**src/rtl/mcw_ram.sv**
```systemverilog
// ----------------------------------------------------------------------------
// mcw_ram
// Generic single-clock RAM with one write port and one registered read port.
// ----------------------------------------------------------------------------
module mcw_ram #(
    parameter int WIDTH = 8,
    parameter int DEPTH = 16
) (
    input  logic                     clk,
    input  logic                     we,
    input  logic [$clog2(DEPTH)-1:0] waddr,
    input  logic [WIDTH-1:0]         wdata,
    input  logic                     re,
    input  logic [$clog2(DEPTH)-1:0] raddr,
    output logic [WIDTH-1:0]         rdata
);

    logic [WIDTH-1:0] mem [DEPTH];

    // Write port and registered read port.
    always_ff @(posedge clk)
    begin
        if (we)
        begin
            mem[waddr] <= wdata;
        end
        if (re)
        begin
            rdata <= mem[raddr];
        end
    end

endmodule

```
**config.mk**
```make
export PLATFORM = sky130hd
export DESIGN_NAME = mcw_ram
export DESIGN_NICKNAME = d
export VERILOG_FILES = /design/src/rtl/mcw_ram.sv
export SDC_FILE = /design/constraint.sdc
export NUM_CORES = 1
export LEC_CHECK = 0
export ABC_AREA = 1
export BUFFER_PORTS_ARGS = -buffer_cell sky130_fd_sc_hd__buf_2
export CAP_MARGIN = 40
export CORE_MARGIN = 1.5
export CORE_UTILIZATION = 53
export DETAILED_ROUTE_END_ITERATION = 6
export PLACE_DENSITY_LB_ADDON = 0.15
export SETUP_SLACK_MARGIN = 0.02
export SLEW_MARGIN = 20
export SYNTH_ARGS = -nofsm -noshare
export SYNTH_HDL_FRONTEND = slang
export SYNTH_SLANG_ARGS = --single-unit
```
**constraint.sdc**
```tcl
create_clock -name clk -period 2.86 [get_ports clk]
set_input_delay 0.286 -clock clk [delete_from_list [all_inputs] [get_ports clk]]
set_output_delay 0.286 -clock clk [all_outputs]
set_load 0.05 [all_outputs]
```
# Yosys cells after proc, flatten, opt, wreduce, memory -nomap -nowiden
# Memories as Yosys holds them, arrays and structs flattened. A register that Yosys moved wholly into a read port is not among the register bits.
# Cells that the tools add are included.
dict set report op_classes {
  mux 2
}
# cell n
set op_table {}
lappend op_table {{1-bit two-way mux} 2}
dict set report totals {
  inputBits 19
  register_bits 0
  n_memories 1
  ram_bits 128
  output_inout_bits 8
}
# name words word_bits rd rd_clocked_by_memory_dff write_ports line
set memory_table {}
lappend memory_table {mem 16 8 1 1 1 18} ;# logic [WIDTH-1:0] mem [DEPTH];

# Logic depth before layout (Yosys ltp)
dict set report logic_depth {
  ltp_word 2
  mapped_depth 8
  depth_no_buf 7
}

# Worst setup path after synthesis
# OpenSTA, ideal clock, no wires.
dict set report synth_path {
  path_type {input port to flip-flop}
  from {in waddr[2]}
  to {mem mem[10][0], enable pin}
  setup_ns 0.370
  path_slack_ns 1.623
  path_stages 2
  required_time_ns 2.490
  t_arrival_ns 0.867
  path_cell_list {nand3b_1 -> nor2_1}
}
# item line
set synth_lines {}
lappend synth_lines {{start: declaration} 11} ;# input logic [$clog2(DEPTH)-1:0] waddr,
lappend synth_lines {{end: declaration} 18}
# Straight into the memory's write port.

==> impl_results.html <==
<table>
<tr><th>Metric</th><th>Value</th></tr>
<tr><th colspan="2">GRT</th></tr>
<tr><td>Vias in the first global route</td><td>3526</td></tr>
<tr><td>Initial antenna violation count</td><td>0</td></tr>
<tr><td>Global-route wire length before repair</td><td>20200 um</td></tr>
<tr><td>Overflow after GRT</td><td>0</td></tr>
<tr><td>Maximum number of pins on one net before global-route repair</td><td>65</td></tr>
<tr><td>Total global routing track utilization</td><td>24.4%</td></tr>
<tr><th colspan="2">Route</th></tr>
<tr><td>Wire length after detailed routing</td><td>13100 um</td></tr>
<tr><td>Number of DRC violations after detailed routing</td><td>0</td></tr>
<tr><td>Count of antenna-violating nets left after detailed routing</td><td>0</td></tr>
<tr><td>Via count</td><td>3780</td></tr>
<tr><td>Via density per instance</td><td>5.14</td></tr>
<tr><td>WL/cell</td><td>17.8 um</td></tr>
<tr><td>Number of DRC violations after detailed-routing iteration 0</td><td>357</td></tr>
<tr><td>Number of detailed-route iterations in the first pass</td><td>5</td></tr>
<tr><th colspan="2">Logic synthesis</th></tr>
<tr><td>Avg Synthesized Cell Area</td><td>10.6 um^2</td></tr>
<tr><td>Area of the mapped netlist</td><td>0.00585 mm^2</td></tr>
<tr><td>Fraction of post-synthesis cell area in the top cell type by area</td><td>69.8%</td></tr>
<tr><td>Area fraction in compound gates after synthesis</td><td>0%</td></tr>
<tr><td>Sequential cell area fraction in the yosys report</td><td>69.8%</td></tr>
<tr><td>Synthesized net count</td><td>570</td></tr>
<tr><td>Synth warn</td><td>0</td></tr>
<tr><td>Multiplexer area fraction after synthesis</td><td>0%</td></tr>
<tr><td>Synth Area in XOR/XNOR</td><td>0%</td></tr>
<tr><td>Combinational family with the most area after synthesis</td><td>simple AND/OR/NAND/NOR gates</td></tr>
<tr><td>Gate count of the mapped netlist</td><td>551</td></tr>
<tr><td>Largest area contributor in the netlist</td><td>sky130_fd_sc_hd__edfxtp_1</td></tr>
<tr><td>Area fraction in and, or, nand and nor cells after synthesis</td><td>20.8%</td></tr>
<tr><td>Ranking of synthesized cells by area</td><td>sky130_fd_sc_hd__edfxtp_1 (70%), sky130_fd_sc_hd__nand2_1 (11%), sky130_fd_sc_hd__nand3_1 (8.3%)</td></tr>
<tr><td>Count of unique library cells instantiated by Yosys</td><td>11</td></tr>
<tr><td>Adder and majority gate portion of the synthesized area</td><td>0%</td></tr>
<tr><td>Post-synthesis register bit count</td><td>136</td></tr>
<tr><th colspan="2">Critical path</th></tr>
<tr><td>Crit path arrival time</td><td>1.86 ns</td></tr>
<tr><td>CP Capture Type</td><td>flip-flop</td></tr>
<tr><td>Setup crit start kind</td><td>input port</td></tr>
<tr><td>Maximum net fanout on the critical path</td><td>33</td></tr>
<tr><td>CP max stage delay</td><td>0.54 ns</td></tr>
<tr><td>Cell at the slowest stage of the critical path</td><td>sky130_fd_sc_hd__buf_2</td></tr>
<tr><td>Cell breakdown of the critical path</td><td>buf_2 -&gt; inv_2 -&gt; nand3_1 -&gt; nand3_1 -&gt; nand3_1 -&gt; nand2_1</td></tr>
<tr><td>Slack of the worst reg-to-reg path</td><td>1.68 ns</td></tr>
<tr><td>Cell repeated most along the worst path</td><td>sky130_fd_sc_hd__nand3_1</td></tr>
<tr><td>Critical path required time</td><td>3.14 ns</td></tr>
<tr><td>Worst setup path class</td><td>in -&gt; reg</td></tr>
<tr><th colspan="2">Pwr</th></tr>
<tr><td>Peak supply drop</td><td>0.427 mV</td></tr>
<tr><td>Static leakage power</td><td>2.86 nW</td></tr>
<tr><td>NetSw</td><td>0.00107 W</td></tr>
<tr><td>Comb power frac</td><td>6.2%</td></tr>
<tr><td>Total power per unit cell area</td><td>709 mW/mm^2</td></tr>
<tr><td>Pint</td><td>0.00365 W</td></tr>
<tr><td>Sequential share of power</td><td>47.9%</td></tr>
<tr><td>Power, Total</td><td>0.00472 W</td></tr>
<tr><td>Clock group share of total power</td><td>45.9%</td></tr>
<tr><td>Net Sw Frac</td><td>22.7%</td></tr>
<tr><th colspan="2">Clocking</th></tr>
<tr><td>Count of cells resized by post-cts repair</td><td>0</td></tr>
<tr><td>Number of sinks handled by clock tree synthesis</td><td>136</td></tr>
<tr><td>Total setup buffers inserted after CTS</td><td>0</td></tr>
<tr><td>TritonCTS buffer count</td><td>17</td></tr>
<tr><td>Clk pin slew, worst setup/hold paths</td><td>0.06 ns</td></tr>
<tr><td>Number of hold-repair buffers added at the cts stage</td><td>0</td></tr>
<tr><td>Later-pin clock latency in the skew report</td><td>0.53 ns</td></tr>
<tr><td>Buffer depth of the longest clock path</td><td>2</td></tr>
<tr><td>CTS tree</td><td>yes</td></tr>
<tr><td>H-Tree Level Count</td><td>4</td></tr>
<tr><td>Clock Tree Root</td><td>sky130_fd_sc_hd__clkbuf_8</td></tr>
<tr><th colspan="2">Layout</th></tr>
<tr><td>Final Core Density</td><td>61.7%</td></tr>
<tr><td>Synthesis-to-layout area growth</td><td>13.8%</td></tr>
<tr><td>Post-route insts no fill</td><td>735</td></tr>
<tr><td>Net count, final</td><td>601</td></tr>
<tr><td>Summed area of non-filler cells in the final layout</td><td>0.00665 mm^2</td></tr>
<tr><td>Diode count</td><td>0</td></tr>
<tr><td>Number of filler instances in the final layout</td><td>845</td></tr>
<tr><td>Layout cell share with drive strength beyond 1</td><td>11.6%</td></tr>
<tr><th colspan="2">Die</th></tr>
<tr><td>Width of the chip</td><td>108 um</td></tr>
<tr><td>I/O pin total</td><td>27</td></tr>
<tr><td>Die Span Y</td><td>108 um</td></tr>
<tr><td>Total die area</td><td>0.0117 mm^2</td></tr>
<tr><td>Total core area</td><td>0.0108 mm^2</td></tr>
<tr><td>Standard-cell row count</td><td>38</td></tr>
<tr><td>Initial Util</td><td>54.2%</td></tr>
<tr><th colspan="2">Flow run</th></tr>
<tr><td>Maxcap violations</td><td>0</td></tr>
<tr><th colspan="2">Placed design</th></tr>
<tr><td>Gpl congestion</td><td>0.833</td></tr>
<tr><td>DP Area</td><td>0.00605 mm^2</td></tr>
<tr><td>IO Port Bufs</td><td>26</td></tr>
<tr><td>DP HPWL</td><td>7970 um</td></tr>
<tr><td>Inst Count DP</td><td>701</td></tr>
<tr><th colspan="2">STA</th></tr>
<tr><td>Final hold viol count</td><td>0</td></tr>
<tr><td>Final Cycle Share</td><td>55.4%</td></tr>
<tr><td>Max-slew headroom</td><td>49.5%</td></tr>
<tr><td>Slew at the pin with the worst max-slew slack</td><td>0.755 ns</td></tr>
<tr><td>Setup repair after global routing missed its margin</td><td>no</td></tr>
<tr><td>Count of final setup violators</td><td>0</td></tr>
<tr><td>Final number of max-transition violations</td><td>0</td></tr>
<tr><td>Setup clock skew after layout</td><td>0.00823 ns</td></tr>
<tr><td>Fin crit period</td><td>1.59 ns</td></tr>
<tr><td>Summed negative setup slack over all endpoints</td><td>0 ns</td></tr>
<tr><td>Maximum clock rate</td><td>631 MHz</td></tr>
<tr><th colspan="2">Run status</th></tr>
<tr><td>Status</td><td>complete, no violations</td></tr>
<tr><th colspan="2">Hold path</th></tr>
<tr><td>Hold/Removal Path Class</td><td>in -&gt; reg</td></tr>
</table>
## layout make-up
cell class | instances | area [um^2] | share of cell area [%]
Tap cell | 140 | 175 | 2.63
Clock buffer | 18 | 418 | 6.28
Multi-Input combinational cell | 289 | 1210 | 18.2
Timing Repair Buffer | 36 | 205 | 3.08
Clock inverter | 14 | 175 | 2.63
Inverter | 102 | 383 | 5.75
Sequential cell | 136 | 4080 | 61.4
## metrics by stage
step           hold slack (ns)  worst slack [ns]
3_3_place_gp             0.674             0.787
3_5_place_dp             0.666             0.769
4_1_cts                  0.118              1.31
2_1_floorplan            0.385              1.62
5_1_grt                  0.118              1.19
6_report                 0.131              1.27
## worst paths after layout
check / cells after the start / startpoint / end
setup / recovery: 6 / raddr[1] / rdata[5]
setup reg to reg: 6 / mem[5][2] / rdata[2]
hold reg to reg: 6 / mem[6][7] / rdata[7]
hold / removal: 1 / re / rdata[7]
## cells by family (layout without fill, tap and decap cells)
family / after synthesis / after routing
flip-flops: 136 / 136
AND/OR/NAND/NOR: 289 / 289
buffers and inverters: 126 / 170
## synthesized netlist by cell type
cell type	count
sky130_fd_sc_hd__buf_1	1
sky130_fd_sc_hd__buf_2	13
sky130_fd_sc_hd__edfxtp_1	136
sky130_fd_sc_hd__buf_4	4
sky130_fd_sc_hd__inv_2	2
sky130_fd_sc_hd__nand3b_1	2
sky130_fd_sc_hd__inv_1	100
sky130_fd_sc_hd__nand3_1	97
sky130_fd_sc_hd__nor2_1	17
sky130_fd_sc_hd__nand2_1	173
sky130_fd_sc_hd__buf_6	6
## layout by cell type, fill, tap and decap left out, drive strengths merged
cell,instances
buf,36
bufinv,3
clkbuf,18
clkinv,6
clkinvlp,3
edfxtp,136
inv,104
nand2,173
nand3,97
nand3b,2
nor2,17
## power groups by stage
stage,Combinational [W],Clock (W),Sequential (W)
4_1_cts,0.000294,0.00218,0.00226
6_report,0.000294,0.00217,0.00226
5_1_grt,0.000321,0.00227,0.00226
3_5_place_dp,0.000292,0,0.00230
3_3_place_gp,0.000286,0,0.00230
2_1_floorplan,0.000157,0,0.00233
## sequential cells by signal, indices dropped and copies added (netlist names)
signal and flops:
mem 128, rdata 8
## worst max-delay path, delay by kind of cell
kind / cells / cell delay (ns)
and+or+nand+nor: 4 / 0.54
buffers and inverters: 2 / 1.00
## metal layers
metal / GRT usage, % / vias to the layer above / part of all wire, %
met3: 5.55 / 11 / 7.4
met5: 0 / - / 0
li1: - / 1845 / -
met1: 35.6 / 1771 / 45
met2: 35.5 / 153 / 46
met4: 10.2 / 0 / 1.5
(Power assumes the default switching activity.)
